**config.mk**
```make
export PLATFORM = sky130hd
export DESIGN_NAME = binary_map_rectangle_measure
export DESIGN_NICKNAME = d
export VERILOG_FILES = /design/src/rtl/bmrm_pkg.sv /design/src/rtl/bmrm_ram.sv /design/src/rtl/binary_map_rectangle_measure.sv
export SDC_FILE = /design/constraint.sdc
export NUM_CORES = 2
export LEC_CHECK = 0
export BUFFER_PORTS_ARGS = -buffer_cell sky130_fd_sc_hd__buf_4
export CAP_MARGIN = 10
export CORE_ASPECT_RATIO = 0.7
export CORE_MARGIN = 10
export CORE_UTILIZATION = 42
export CTS_CLUSTER_SIZE = 20
export DETAILED_ROUTE_END_ITERATION = 7
export PLACE_DENSITY = 0.53
export SYNTH_ARGS = -nofsm -noshare
export SYNTH_HDL_FRONTEND = slang
export SYNTH_SLANG_ARGS = --single-unit
```
**constraint.sdc**
```tcl
create_clock -name clk -period 6.2 [get_ports clk]
set_input_delay 1.24 -clock clk [delete_from_list [all_inputs] [get_ports clk]]
set_output_delay 1.24 -clock clk [all_outputs]
set_load 0.05 [all_outputs]
```
**src/rtl/bmrm_pkg.sv**
```systemverilog
package bmrm_pkg;

    // Largest map side supported; the map memory holds MAX_DIM * MAX_DIM cells.
    localparam int MAX_DIM = 32;

    localparam int CFG_W     = 6;
    localparam int CFG_IDX_W = 1;
    localparam int DIM_W     = $clog2(MAX_DIM + 1);
    localparam int POS_W     = $clog2(MAX_DIM);
    localparam int MAP_DEPTH = MAX_DIM * MAX_DIM;
    localparam int ADDR_W    = $clog2(MAP_DEPTH);
    localparam int LIN_W     = $clog2(MAP_DEPTH + 1);
    localparam int AREA_W    = $clog2(MAP_DEPTH + 1);
    localparam int KIND_W    = 2;

    localparam logic [CFG_IDX_W-1:0] REG_ROWS = CFG_IDX_W'(0);
    localparam logic [CFG_IDX_W-1:0] REG_COLS = CFG_IDX_W'(1);

    localparam logic [KIND_W-1:0] KIND_WIDEST  = 2'd0;
    localparam logic [KIND_W-1:0] KIND_TALLEST = 2'd1;
    localparam logic [KIND_W-1:0] KIND_AREA    = 2'd2;

    // Output word layout, lowest bit first.
    localparam int W_LSB       = 0;
    localparam int H_LSB       = W_LSB + DIM_W;
    localparam int A_LSB       = H_LSB + DIM_W;
    localparam int T_LSB       = A_LSB + AREA_W;
    localparam int L_LSB       = T_LSB + POS_W;
    localparam int OUT_BITS    = L_LSB + POS_W;
    localparam int OUT_TDATA_W = ((OUT_BITS + 7) / 8) * 8;
    localparam int IN_TDATA_W  = 8;
    localparam int OUT_TUSER_W = KIND_W + 1;
    localparam int FOUND_BIT   = KIND_W;

    typedef enum logic [3:0] {
        S_LOAD,
        S_CELL_RD,
        S_CELL_CHK,
        S_WID_RD,
        S_WID_CHK,
        S_HGT_RD,
        S_HGT_CHK,
        S_MUL,
        S_UPD,
        S_EMIT
    } state_t;

    typedef struct packed {
        logic              found;
        logic [DIM_W-1:0]  width;
        logic [DIM_W-1:0]  height;
        logic [AREA_W-1:0] area;
        logic [POS_W-1:0]  top_row;
        logic [POS_W-1:0]  left_col;
    } rec_t;

    function automatic logic [DIM_W-1:0] clamp_dim(input logic [CFG_W-1:0] v);
        logic [DIM_W-1:0] res;
        if (v == '0)
        begin
            res = DIM_W'(1);
        end
        else if (int'(v) > MAX_DIM)
        begin
            res = DIM_W'(MAX_DIM);
        end
        else
        begin
            res = DIM_W'(v);
        end
        return res;
    endfunction

endpackage

```
**src/rtl/bmrm_ram.sv**
```systemverilog
// Simple dual-port RAM: one write port, one read port with registered data.
module bmrm_ram #(
    parameter int DEPTH = 1024,
    parameter int WIDTH = 1
) (
    input  logic                     clk,
    input  logic                     we,
    input  logic [$clog2(DEPTH)-1:0] waddr,
    input  logic [WIDTH-1:0]         wdata,
    input  logic                     re,
    input  logic [$clog2(DEPTH)-1:0] raddr,
    output logic [WIDTH-1:0]         rdata
);

    logic [WIDTH-1:0] mem [DEPTH];

    always_ff @(posedge clk)
    begin
        if (we)
        begin
            mem[waddr] <= wdata;
        end
    end

    always_ff @(posedge clk)
    begin
        if (re)
        begin
            rdata <= mem[raddr];
        end
    end

endmodule

```
**src/rtl/binary_map_rectangle_measure.sv**
```systemverilog
// Binary map rectangle measure. Pixels stream in on the slave side one word per
// cycle in row-major order and are written to a single-bit map memory; pixels
// beyond rows_in_use * cols_in_use are dropped. The word with tlast set starts a
// scan. The scan walks each row; at every set pixel it measures the run of ones
// to the right (width) and the run of ones downward (height), forms the area, and
// updates three records (widest, tallest, largest area, earliest wins ties). It
// then skips past the measured run. When the scan is done three result words
// leave on the master side: widest, tallest, largest area, the last with tlast.
// The scan reads the map through the memory's single read port, giving
// an address and then taking registered data back. It reads each cell that
// the scan stops at, each extra column of a width run and each extra row of
// a height run, plus the clear cell that ends a run short of the map edge;
// a run that reaches the edge gets a bound check instead of a read. Each set
// pixel measured then goes through a multiply and a record update, the scan
// steps down to the next row at the end of each row, and a final row check
// ends the scan and moves on to the output. The three result words follow at one
// per cycle when the sink is ready. Input is not taken during the scan or while
// results are still being handed out; the last result may still be waiting in
// the output register while the next map loads. Configuration writes are always
// accepted and must only happen while the block is idle. Cells never loaded for
// the current map read as zero.
module binary_map_rectangle_measure (
    input  logic                                 clk,
    input  logic                                 rst_n,
    // Configuration write channel.
    input  logic                                 cfg_valid,
    output logic                                 cfg_ready,
    input  logic [bmrm_pkg::CFG_IDX_W-1:0]       cfg_index,
    input  logic [bmrm_pkg::CFG_W-1:0]           cfg_data,
    // Pixel input. s_tdata: [0] pixel, rest zero. s_tlast: last_pixel.
    input  logic                                 s_tvalid,
    output logic                                 s_tready,
    input  logic [bmrm_pkg::IN_TDATA_W-1:0]      s_tdata,
    input  logic                                 s_tlast,
    // Result output. m_tdata: [5:0] width, [11:6] height, [22:12] area,
    // [27:23] top_row, [32:28] left_col, rest zero.
    // m_tuser: [1:0] record_kind, [2] found. m_tlast: last_record.
    output logic                                 m_tvalid,
    input  logic                                 m_tready,
    output logic [bmrm_pkg::OUT_TDATA_W-1:0]     m_tdata,
    output logic [bmrm_pkg::OUT_TUSER_W-1:0]     m_tuser,
    output logic                                 m_tlast
);

    localparam int DIM_W  = bmrm_pkg::DIM_W;
    localparam int LIN_W  = bmrm_pkg::LIN_W;
    localparam int AREA_W = bmrm_pkg::AREA_W;
    localparam int POS_W  = bmrm_pkg::POS_W;
    localparam int KIND_W = bmrm_pkg::KIND_W;

    bmrm_pkg::state_t state_reg, state_next;

    logic [bmrm_pkg::CFG_W-1:0] rows_cfg_reg, cols_cfg_reg;
    logic [DIM_W-1:0]           rows_eff, cols_eff;
    logic [LIN_W-1:0]           total;
    logic [LIN_W-1:0]           load_pos_reg;

    logic                       s_accept;
    logic                       ram_we;
    logic                       ram_re;
    logic [LIN_W-1:0]           rd_addr_lin;
    logic [0:0]                 ram_rdata;
    logic                       rd_ok_reg;
    logic                       cell_bit;

    // Scan cursor and measurement registers.
    logic [DIM_W-1:0]           r_reg, c_reg, x_reg, y_reg;
    logic [DIM_W-1:0]           w_reg, h_reg;
    logic [LIN_W-1:0]           base_reg, yaddr_reg;
    logic [AREA_W-1:0]          area_reg;
    logic [AREA_W-1:0]          vals [3];

    bmrm_pkg::rec_t             rec_reg [3];
    logic [AREA_W-1:0]          best_reg [3];

    logic [KIND_W-1:0]          k_reg;
    logic                       out_load;
    logic                       m_tvalid_reg;
    logic [bmrm_pkg::OUT_TDATA_W-1:0] m_tdata_reg;
    logic [bmrm_pkg::OUT_TUSER_W-1:0] m_tuser_reg;
    logic                       m_tlast_reg;

    assign cfg_ready = 1'b1;
    assign rows_eff  = bmrm_pkg::clamp_dim(rows_cfg_reg);
    assign cols_eff  = bmrm_pkg::clamp_dim(cols_cfg_reg);
    assign total     = LIN_W'(rows_eff) * LIN_W'(cols_eff);
    assign s_accept  = s_tvalid && s_tready;
    assign ram_we    = s_accept && (load_pos_reg < total);
    assign cell_bit  = ram_rdata[0] && rd_ok_reg;

    assign vals[0] = AREA_W'(w_reg);
    assign vals[1] = AREA_W'(h_reg);
    assign vals[2] = area_reg;

    bmrm_ram #(
        .DEPTH(bmrm_pkg::MAP_DEPTH),
        .WIDTH(1)
    ) u_map (
        .clk  (clk),
        .we   (ram_we),
        .waddr(load_pos_reg[bmrm_pkg::ADDR_W-1:0]),
        .wdata(s_tdata[0:0]),
        .re   (ram_re),
        .raddr(rd_addr_lin[bmrm_pkg::ADDR_W-1:0]),
        .rdata(ram_rdata)
    );

    // Next-state logic.
    always_comb
    begin
        state_next = state_reg;
        unique case (state_reg)
            bmrm_pkg::S_LOAD:
            begin
                if (s_accept && s_tlast)
                begin
                    state_next = bmrm_pkg::S_CELL_RD;
                end
            end
            bmrm_pkg::S_CELL_RD:
            begin
                if (r_reg == rows_eff)
                begin
                    state_next = bmrm_pkg::S_EMIT;
                end
                else if (c_reg != cols_eff)
                begin
                    state_next = bmrm_pkg::S_CELL_CHK;
                end
            end
            bmrm_pkg::S_CELL_CHK:
            begin
                state_next = cell_bit ? bmrm_pkg::S_WID_RD : bmrm_pkg::S_CELL_RD;
            end
            bmrm_pkg::S_WID_RD:
            begin
                state_next = (x_reg == cols_eff) ? bmrm_pkg::S_HGT_RD : bmrm_pkg::S_WID_CHK;
            end
            bmrm_pkg::S_WID_CHK:
            begin
                state_next = cell_bit ? bmrm_pkg::S_WID_RD : bmrm_pkg::S_HGT_RD;
            end
            bmrm_pkg::S_HGT_RD:
            begin
                state_next = (y_reg == rows_eff) ? bmrm_pkg::S_MUL : bmrm_pkg::S_HGT_CHK;
            end
            bmrm_pkg::S_HGT_CHK:
            begin
                state_next = cell_bit ? bmrm_pkg::S_HGT_RD : bmrm_pkg::S_MUL;
            end
            bmrm_pkg::S_MUL:
            begin
                state_next = bmrm_pkg::S_UPD;
            end
            bmrm_pkg::S_UPD:
            begin
                state_next = bmrm_pkg::S_CELL_RD;
            end
            bmrm_pkg::S_EMIT:
            begin
                if (out_load && (k_reg == bmrm_pkg::KIND_AREA))
                begin
                    state_next = bmrm_pkg::S_LOAD;
                end
            end
            default:
            begin
                state_next = bmrm_pkg::S_LOAD;
            end
        endcase
    end

    // Outputs of the state machine: handshake and map read port.
    always_comb
    begin
        s_tready    = 1'b0;
        ram_re      = 1'b0;
        rd_addr_lin = base_reg + LIN_W'(c_reg);
        out_load    = 1'b0;
        unique case (state_reg)
            bmrm_pkg::S_LOAD:
            begin
                s_tready = 1'b1;
            end
            bmrm_pkg::S_CELL_RD:
            begin
                ram_re = (r_reg != rows_eff) && (c_reg != cols_eff);
            end
            bmrm_pkg::S_WID_RD:
            begin
                ram_re      = (x_reg != cols_eff);
                rd_addr_lin = base_reg + LIN_W'(x_reg);
            end
            bmrm_pkg::S_HGT_RD:
            begin
                ram_re      = (y_reg != rows_eff);
                rd_addr_lin = yaddr_reg;
            end
            bmrm_pkg::S_EMIT:
            begin
                out_load = !m_tvalid_reg || m_tready;
            end
            default:
            begin
                ram_re = 1'b0;
            end
        endcase
    end

    // Control state, configuration, records and the output register.
    always_ff @(posedge clk or negedge rst_n)
    begin
        if (!rst_n)
        begin
            state_reg    <= bmrm_pkg::S_LOAD;
            rows_cfg_reg <= bmrm_pkg::CFG_W'(32);
            cols_cfg_reg <= bmrm_pkg::CFG_W'(32);
            load_pos_reg <= '0;
            k_reg        <= bmrm_pkg::KIND_WIDEST;
            m_tvalid_reg <= 1'b0;
            for (int i = 0; i < 3; i++)
            begin
                rec_reg[i]  <= '0;
                best_reg[i] <= '0;
            end
        end
        else
        begin
            state_reg <= state_next;

            if (cfg_valid && cfg_ready)
            begin
                unique case (cfg_index)
                    bmrm_pkg::REG_ROWS: rows_cfg_reg <= cfg_data;
                    bmrm_pkg::REG_COLS: cols_cfg_reg <= cfg_data;
                    default:            rows_cfg_reg <= rows_cfg_reg;
                endcase
            end

            if (ram_we)
            begin
                load_pos_reg <= load_pos_reg + LIN_W'(1);
            end

            if (state_reg == bmrm_pkg::S_UPD)
            begin
                for (int i = 0; i < 3; i++)
                begin
                    if (vals[i] > best_reg[i])
                    begin
                        best_reg[i]         <= vals[i];
                        rec_reg[i].found    <= 1'b1;
                        rec_reg[i].width    <= w_reg;
                        rec_reg[i].height   <= h_reg;
                        rec_reg[i].area     <= area_reg;
                        rec_reg[i].top_row  <= POS_W'(r_reg);
                        rec_reg[i].left_col <= POS_W'(c_reg);
                    end
                end
            end

            if (out_load)
            begin
                m_tvalid_reg <= 1'b1;
                if (k_reg == bmrm_pkg::KIND_AREA)
                begin
                    // Map handed out: ready for the next one.
                    k_reg        <= bmrm_pkg::KIND_WIDEST;
                    load_pos_reg <= '0;
                    for (int i = 0; i < 3; i++)
                    begin
                        rec_reg[i]  <= '0;
                        best_reg[i] <= '0;
                    end
                end
                else
                begin
                    k_reg <= k_reg + KIND_W'(1);
                end
            end
            else if (m_tready)
            begin
                m_tvalid_reg <= 1'b0;
            end
        end
    end

    // Scan datapath and output payload; no reset needed.
    always_ff @(posedge clk)
    begin
        rd_ok_reg <= (rd_addr_lin < load_pos_reg);

        unique case (state_reg)
            bmrm_pkg::S_LOAD:
            begin
                r_reg    <= '0;
                c_reg    <= '0;
                base_reg <= '0;
            end
            bmrm_pkg::S_CELL_RD:
            begin
                if ((r_reg != rows_eff) && (c_reg == cols_eff))
                begin
                    r_reg    <= r_reg + DIM_W'(1);
                    c_reg    <= '0;
                    base_reg <= base_reg + LIN_W'(cols_eff);
                end
            end
            bmrm_pkg::S_CELL_CHK:
            begin
                if (cell_bit)
                begin
                    w_reg     <= DIM_W'(1);
                    x_reg     <= c_reg + DIM_W'(1);
                    h_reg     <= DIM_W'(1);
                    y_reg     <= r_reg + DIM_W'(1);
                    yaddr_reg <= base_reg + LIN_W'(c_reg) + LIN_W'(cols_eff);
                end
                else
                begin
                    c_reg <= c_reg + DIM_W'(1);
                end
            end
            bmrm_pkg::S_WID_CHK:
            begin
                if (cell_bit)
                begin
                    w_reg <= w_reg + DIM_W'(1);
                    x_reg <= x_reg + DIM_W'(1);
                end
            end
            bmrm_pkg::S_HGT_CHK:
            begin
                if (cell_bit)
                begin
                    h_reg     <= h_reg + DIM_W'(1);
                    y_reg     <= y_reg + DIM_W'(1);
                    yaddr_reg <= yaddr_reg + LIN_W'(cols_eff);
                end
            end
            bmrm_pkg::S_MUL:
            begin
                area_reg <= AREA_W'(w_reg) * AREA_W'(h_reg);
            end
            bmrm_pkg::S_UPD:
            begin
                // Resume the scan after the measured run.
                c_reg <= c_reg + w_reg;
            end
            default:
            begin
                area_reg <= area_reg;
            end
        endcase

        if (out_load)
        begin
            // Fields from the lowest bit up: width, height, area, top_row, left_col.
            m_tdata_reg <= bmrm_pkg::OUT_TDATA_W'({rec_reg[k_reg].left_col,
                                                   rec_reg[k_reg].top_row,
                                                   rec_reg[k_reg].area,
                                                   rec_reg[k_reg].height,
                                                   rec_reg[k_reg].width});
            m_tuser_reg <= {rec_reg[k_reg].found, k_reg};
            m_tlast_reg <= (k_reg == bmrm_pkg::KIND_AREA);
        end
    end

    assign m_tvalid = m_tvalid_reg;
    assign m_tdata  = m_tdata_reg;
    assign m_tuser  = m_tuser_reg;
    assign m_tlast  = m_tlast_reg;

endmodule

```
After elaboration in Yosys (flattened, before gate mapping)

Memories as Yosys holds them, arrays and structs flattened. A register that Yosys moved wholly into a read port is not among the register bits.
Index checks and enable logic that the tools add are counted.
W data, S select, Z words.

Register bits: 272
RAM bits: 1,024
Memories kept: 1

Multipliers: 2
Magnitude comparators: 8
Muxes and demuxes: 62
Bitwise gates (word level): 2
Reductions and logical operators: 24
Equal/unequal tests: 26
$add $sub $neg: 14

Memories:

| memory    | words | bits a word | read ports | clocked after Yosys merged registers in | write ports | RTL line       | RTL |
|---|---|---|---|---|---|---|---|
| u_map.mem | 1,024 | 1           | 1          | 1                                       | 1           | bmrm_ram.sv:15 | `logic [WIDTH-1:0] mem [DEPTH];` |

Operator list:

| operator                | count |
|---|---|
| $mux W102               | 3 |
| $mux W34                | 5 |
| $mux W11                | 9 |
| $mux W33                | 3 |
| $mux W6                 | 14 |
| $bmux W34 S2            | 1 |
| $pmux W11 S2            | 3 |
| $pmux W6 S2             | 5 |
| $add A11 B6 Y11         | 5 |
| $pmux W4 S10            | 1 |
| $add A6 B1 Y6 const B   | 6 |
| $eq A6 B6 Y1            | 4 |
| $ne A6 B6 Y1            | 4 |
| $pmux W6 S4             | 1 |
| $gt A6 B11 Y1           | 2 |
| $lt A11 B11 Y1          | 2 |
| $mul A6 B6 Y11          | 2 |
| $eq A4 B3 Y1 const B    | 4 |
| $mux W4                 | 4 |
| $ne A2 B2 Y1 const B    | 7 |
| $gt A6 B6 Y1 const B    | 2 |
| $logic_not A6 Y1        | 2 |
| $reduce_and A3 Y1       | 4 |
| $add A11 B1 Y11 const B | 1 |
| 22 further kinds        | 44 |

Logic depth before layout (Yosys ltp)

Depth in word-level cells: 9
Gate-level depth with buffers: 26

Cells and area by module

A second synthesis with hierarchy kept.

Cells, all modules: 4,828
Area, all modules: 61,393.9 um^2

Modules (own cells, without submodules):

| module                       | cells an instance | area each (um^2) | instances | seq. area each (um^2) |
|---|---|---|---|---|
| bmrm_ram                     | 3,112             | 44,666.6         | 1         | 30,779.5 |
| binary_map_rectangle_measure | 1,716             | 16,727.3         | 1         | 7,334.5 |

Worst setup path before layout

OpenSTA, ideal clock, no wires.

Path kind: register to register
Start point: register cols_cfg_reg[4] (netlist name)
End point: memory u_map.mem[783], enable pin
Setup time: 0.300 ns
Path buffers: 2
Cell stages (with the launch flop): 24
Arrival time: 5.303 ns
Path slack: 0.597 ns
Path through: dfrtp_1 nor4_1 o21bai_1 inv_1 and2_1 fa_1 inv_1 fa_1 fa_1 inv_1 ha_1 a21oi_1 o21bai_1 a21oi_1 o21bai_1 a21oi_1 xnor2_1 ha_1 nor3b_1 nand3_1 or3_1 clkbuf_1 clkbuf_1 nor2_1

Cells in the longest elaborated chain, start to end: 8
Elaborated cells between the ends (all ways): 9

Ends and longest elaborated chain:

| item                              | RTL line                            | RTL |
|---|---|---|
| from (decl)                       | binary_map_rectangle_measure.sv:53  | `logic [bmrm_pkg::CFG_W-1:0] rows_cfg_reg, cols_cfg_reg;` |
| from (signal assigned)            | binary_map_rectangle_measure.sv:217 | `cols_cfg_reg <= bmrm_pkg::CFG_W'(32);` |
| from (signal assigned)            | binary_map_rectangle_measure.sv:235 | `bmrm_pkg::REG_COLS: cols_cfg_reg <= cfg_data;` |
| $gt A6 B6 Y1                      | bmrm_pkg.sv:63                      | `else if (int'(v) > MAX_DIM)` |
| $mux W6                           | bmrm_pkg.sv:63                      |  |
| $mux W6 (*)                       | bmrm_pkg.sv:59                      | `if (v == '0)` |
| $mul A6 B6 Y11 (*)                | binary_map_rectangle_measure.sv:86  | `assign total = LIN_W'(rows_eff) * LIN_W'(cols_eff);` |
| $lt A11 B11 Y1 (*)                | binary_map_rectangle_measure.sv:88  | `assign ram_we = s_accept && (load_pos_reg < total);` |
| $logic_and A1 B1 Y1 (*)           | binary_map_rectangle_measure.sv:88  |  |
| $mux W1 (*)                       | bmrm_ram.sv:19                      | `if (we)` |
| $mux W1 (implied by the code) (*) | bmrm_ram.sv:21                      | `mem[waddr] <= wdata;` |
| to (decl)                         | bmrm_ram.sv:15                      |  |

Mark *: on every way between the ends. The rest lies on a longest branch, timed or not.

Final worst setup path

Start point: register cols_cfg_reg[5] (netlist name)
End point: memory u_map.mem[382], enable pin

The elaborated chain is that of the path after synthesis.

==> results.md <==
* Hold slack at 0.320 ns
* Worst VDD drop at 0.000678 V
* Final Util at 47.6%
* Simple-gate area share of the yosys netlist at 15.9%
* Relative slew slack at about an eighth
* CTS clk-pin slew, worst paths at roughly 0.06 ns
* Worst-path fanout max at 17
* Initial DRC Count at between 6000 and 7000
* Routed wl met2 at 80.8 mm
* Met3 routed WL at 21.2 mm
* Critical path type: flip-flop to flip-flop
* Die Y at roughly 340 um
* Ports at 68
* Root Driver: clkbuf_16
* Setup violators final at 0
* Achievable Freq at roughly 170 MHz
* Largest family of logic cells by synthesized area: simple AND/OR/NAND/NOR gates
* Final period util at 95.7%
* Adder-cell share of the synthesized area at 3.63%
* Syn Std Cell Area at 61700 um^2
* Largest net degree at the start of global routing at 239
* Status: complete, no violations
* FF-to-FF End: u_map.mem[382]
* Total CTS buffers at ~130
* CTS max path bufs at 3
* Vias at 43663
* Ys async rst share at about an eighth
* Final ANT Viol Nets at 0
* CTS HTree Levels at 4
* Power Dens Cells at a little under 600 nW/um^2
* Synth unique cells at 92
* Reg-to-reg slack, setup at 0.27 ns
* Highest metal used: met4
* Layout cells sized above 1 at 11.9%
* First-pass GRT wire length at 285 mm
* Synth Area in Compound Gates at approximately 7.4%
* Core area at 146000 um^2
* Final GP Congestion at 0.867
* All-Layer GR Usage at between 20% and 30%
* Nets@finish at approximately 5600
* Final period demand of the worst path at 5.93 ns
* FF-to-FF path depth at 22
* Die ar. at about 160000 um^2
* FF-to-FF Start: cols_cfg_reg[5]
* 1st-pass router iterations at 5
* Starting density of the core at between 40% and 50%
* Worst min-delay path class: input port to async pin
* Initial antenna violation count at 3
* Vias in the first global route at between 40000 and 50000
* DPL Wire Length at 117 mm
* Worst-Margin Slew at approximately 1.3 ns
* Die width at 478 um
* Max cap viols at 0
* Setup Skew at 0.0347 ns
* Yosys Warn Count at 0
* Hold Fails Final Rpt at 0
* CP startpoint kind: flip-flop
* Synth Instances at 5430
* Most used DFF post-synth: edfxtp_1
* PortBufs at 52
* Diodes inserted at 0
* DR DRC count at 0
* Pleak at around 24 nW
* Rows at 117
* Post-Syn Area per Cell at 11.4 um^2
* Final slew viol count at 0
* CTS tree: done
* Clock latency on the worst-skew pair at 0.79 ns
* Met1 WL at 91.1 mm
* Number of synthesized flops with an enable pin at ~1100
* Fill cell count at 13373
* Fin cells at around 7500
* Vias per cell at 5.84
* Post-synthesis mux area share at under 10%
* CP Data Required Time at roughly 6.7 ns
* Crit end category: flip-flop
* Synth-to-layout area growth at 12.4%
* CP arrival at between 6 and 7 ns
* Commonest non-fill, non-tap cells in the layout: 1148 x nor2_1, 1131 x edfxtp_1, 800 x nand2_1
* Post-route setup TNS at 0 ns
* Register area share after synthesis at 61.8%
* CTS Sinks at 1297
* Commonest non-fill, non-tap cell in the layout: nor2_1
* Post-synthesis xor/xnor area fraction at approximately 1.3%
* Placed insts at 7233
* Final wirelength at 197 mm
* Total grt overflow at 0
* Yosys reg bits at 1297
* DR WL/cell at 26.4 um
* Max reg flops at 1024
* Hold_buf cts at 0
## how the worst max path moves through the flow
| stage | from | to | slack [ns] | depth (start not counted) |
|---|---|---|---|---|
| floorplan | cols_cfg_reg[4] | u_map.mem[783] | 0.60 | 23 |
| global placement | cols_cfg_reg[5] | u_map.mem[463] | 0.28 | 21 |
| detailed placement | cols_cfg_reg[5] | u_map.mem[463] | 0.22 | 21 |
| CTS | cols_cfg_reg[5] | u_map.mem[463] | 0.17 | 21 |
| global route | cols_cfg_reg[5] | u_map.mem[830] | -0.01 | 24 |
| finish | cols_cfg_reg[5] | u_map.mem[382] | 0.27 | 22 |
## where the power goes
part           leakage [nW]  switching (mW)  total (mW)  internal (mW)
clock network          2.03            3.50        7.84           4.34
logic                  10.0            15.2        22.9           7.66
registers              11.8           0.442        10.6           10.2
total                  23.9            19.2        41.3           22.2
## worst max-delay path, stage by stage (launching register included)
cell       delay [ns]
dfstp_2          0.52
buf_4            0.20
nand2b_2         0.21
inv_1            0.14
nand2_1          0.11
fa_1             0.46
fa_1             0.49
fa_1             0.50
inv_1            0.04
ha_1             0.32
a21o_1           0.21
a21oi_2          0.17
o21bai_1         0.09
a21oi_1          0.18
xor2_1           0.19
ha_1             0.26
o21a_1           0.13
o21a_1           0.26
nor2_4           0.21
buf_12           0.22
nand3_4          0.23
clkbuf_16        0.33
nor2_1           0.14
## final cells by class
cell class,instances,area (um^2),share of cell area (%)
clock inverters,61,417,0.601
clock buffers,178,3710,5.34
multi-input cells,3565,21400,30.8
well taps,1963,2460,3.54
flip-flops and latches,1297,38100,55.0
repair buffers,292,2840,4.10
inverters,120,455,0.657
## cell families (layout without fill, tap and decap cells)
logic type | after synthesis | after routing
simple gates | 2360 | 2360
flops | 1297 | 1297
compound gates | 690 | 690
buf+inv | 574 | 651
mux | 259 | 259
fa+ha+maj | 157 | 157
xor+xnor | 91 | 91
other cells | 2 | 8
## routing by layer
metal / track usage, % / vias to the layer above
met5: 0 / -
met4: 5.33 / 0
met3: 5.70 / 272
met2: 32.2 / 2088
met1: 36.7 / 22177
li1: - / 19126
## synthesized netlist by cell type, types with 37 or more instances
cell      instances  area [um^2]
nor2_1         1149         4310
and3_1           57          357
nand2_1         804         3020
a211oi_1         46          345
xnor2_1          58          508
inv_1           113          424
a21oi_1         211         1060
ha_1            120         1500
o21ai_0         108          541
a32oi_1         114          998
mux4_2           80         1800
nand3_1         155          776
dfrtp_1         163         4080
mux2i_1         165         1650
buf_2            56          280
edfxtp_1       1131        34000
clkbuf_1        318         1190
fa_1             37          741
## stage by stage
stage / cell area [um^2] / setup WS (ns) / power, mW
4_1_cts: 69200 / 0.166 / 41.1
5_1_grt: 69300 / -0.0121 / 43.1
3_5_place_dp: 65000 / 0.224 / 33.2
6_report: 69300 / 0.266 / 41.3
3_3_place_gp: 65000 / 0.284 / 33.2
2_1_floorplan: 61700 / 0.597 / 24.1
## timing repair
action,CTS,global route
setup endpoints to repair,0,917
setup buffers,0,0
gates resized for setup,0,19
Power figures use the tool's default switching activity.
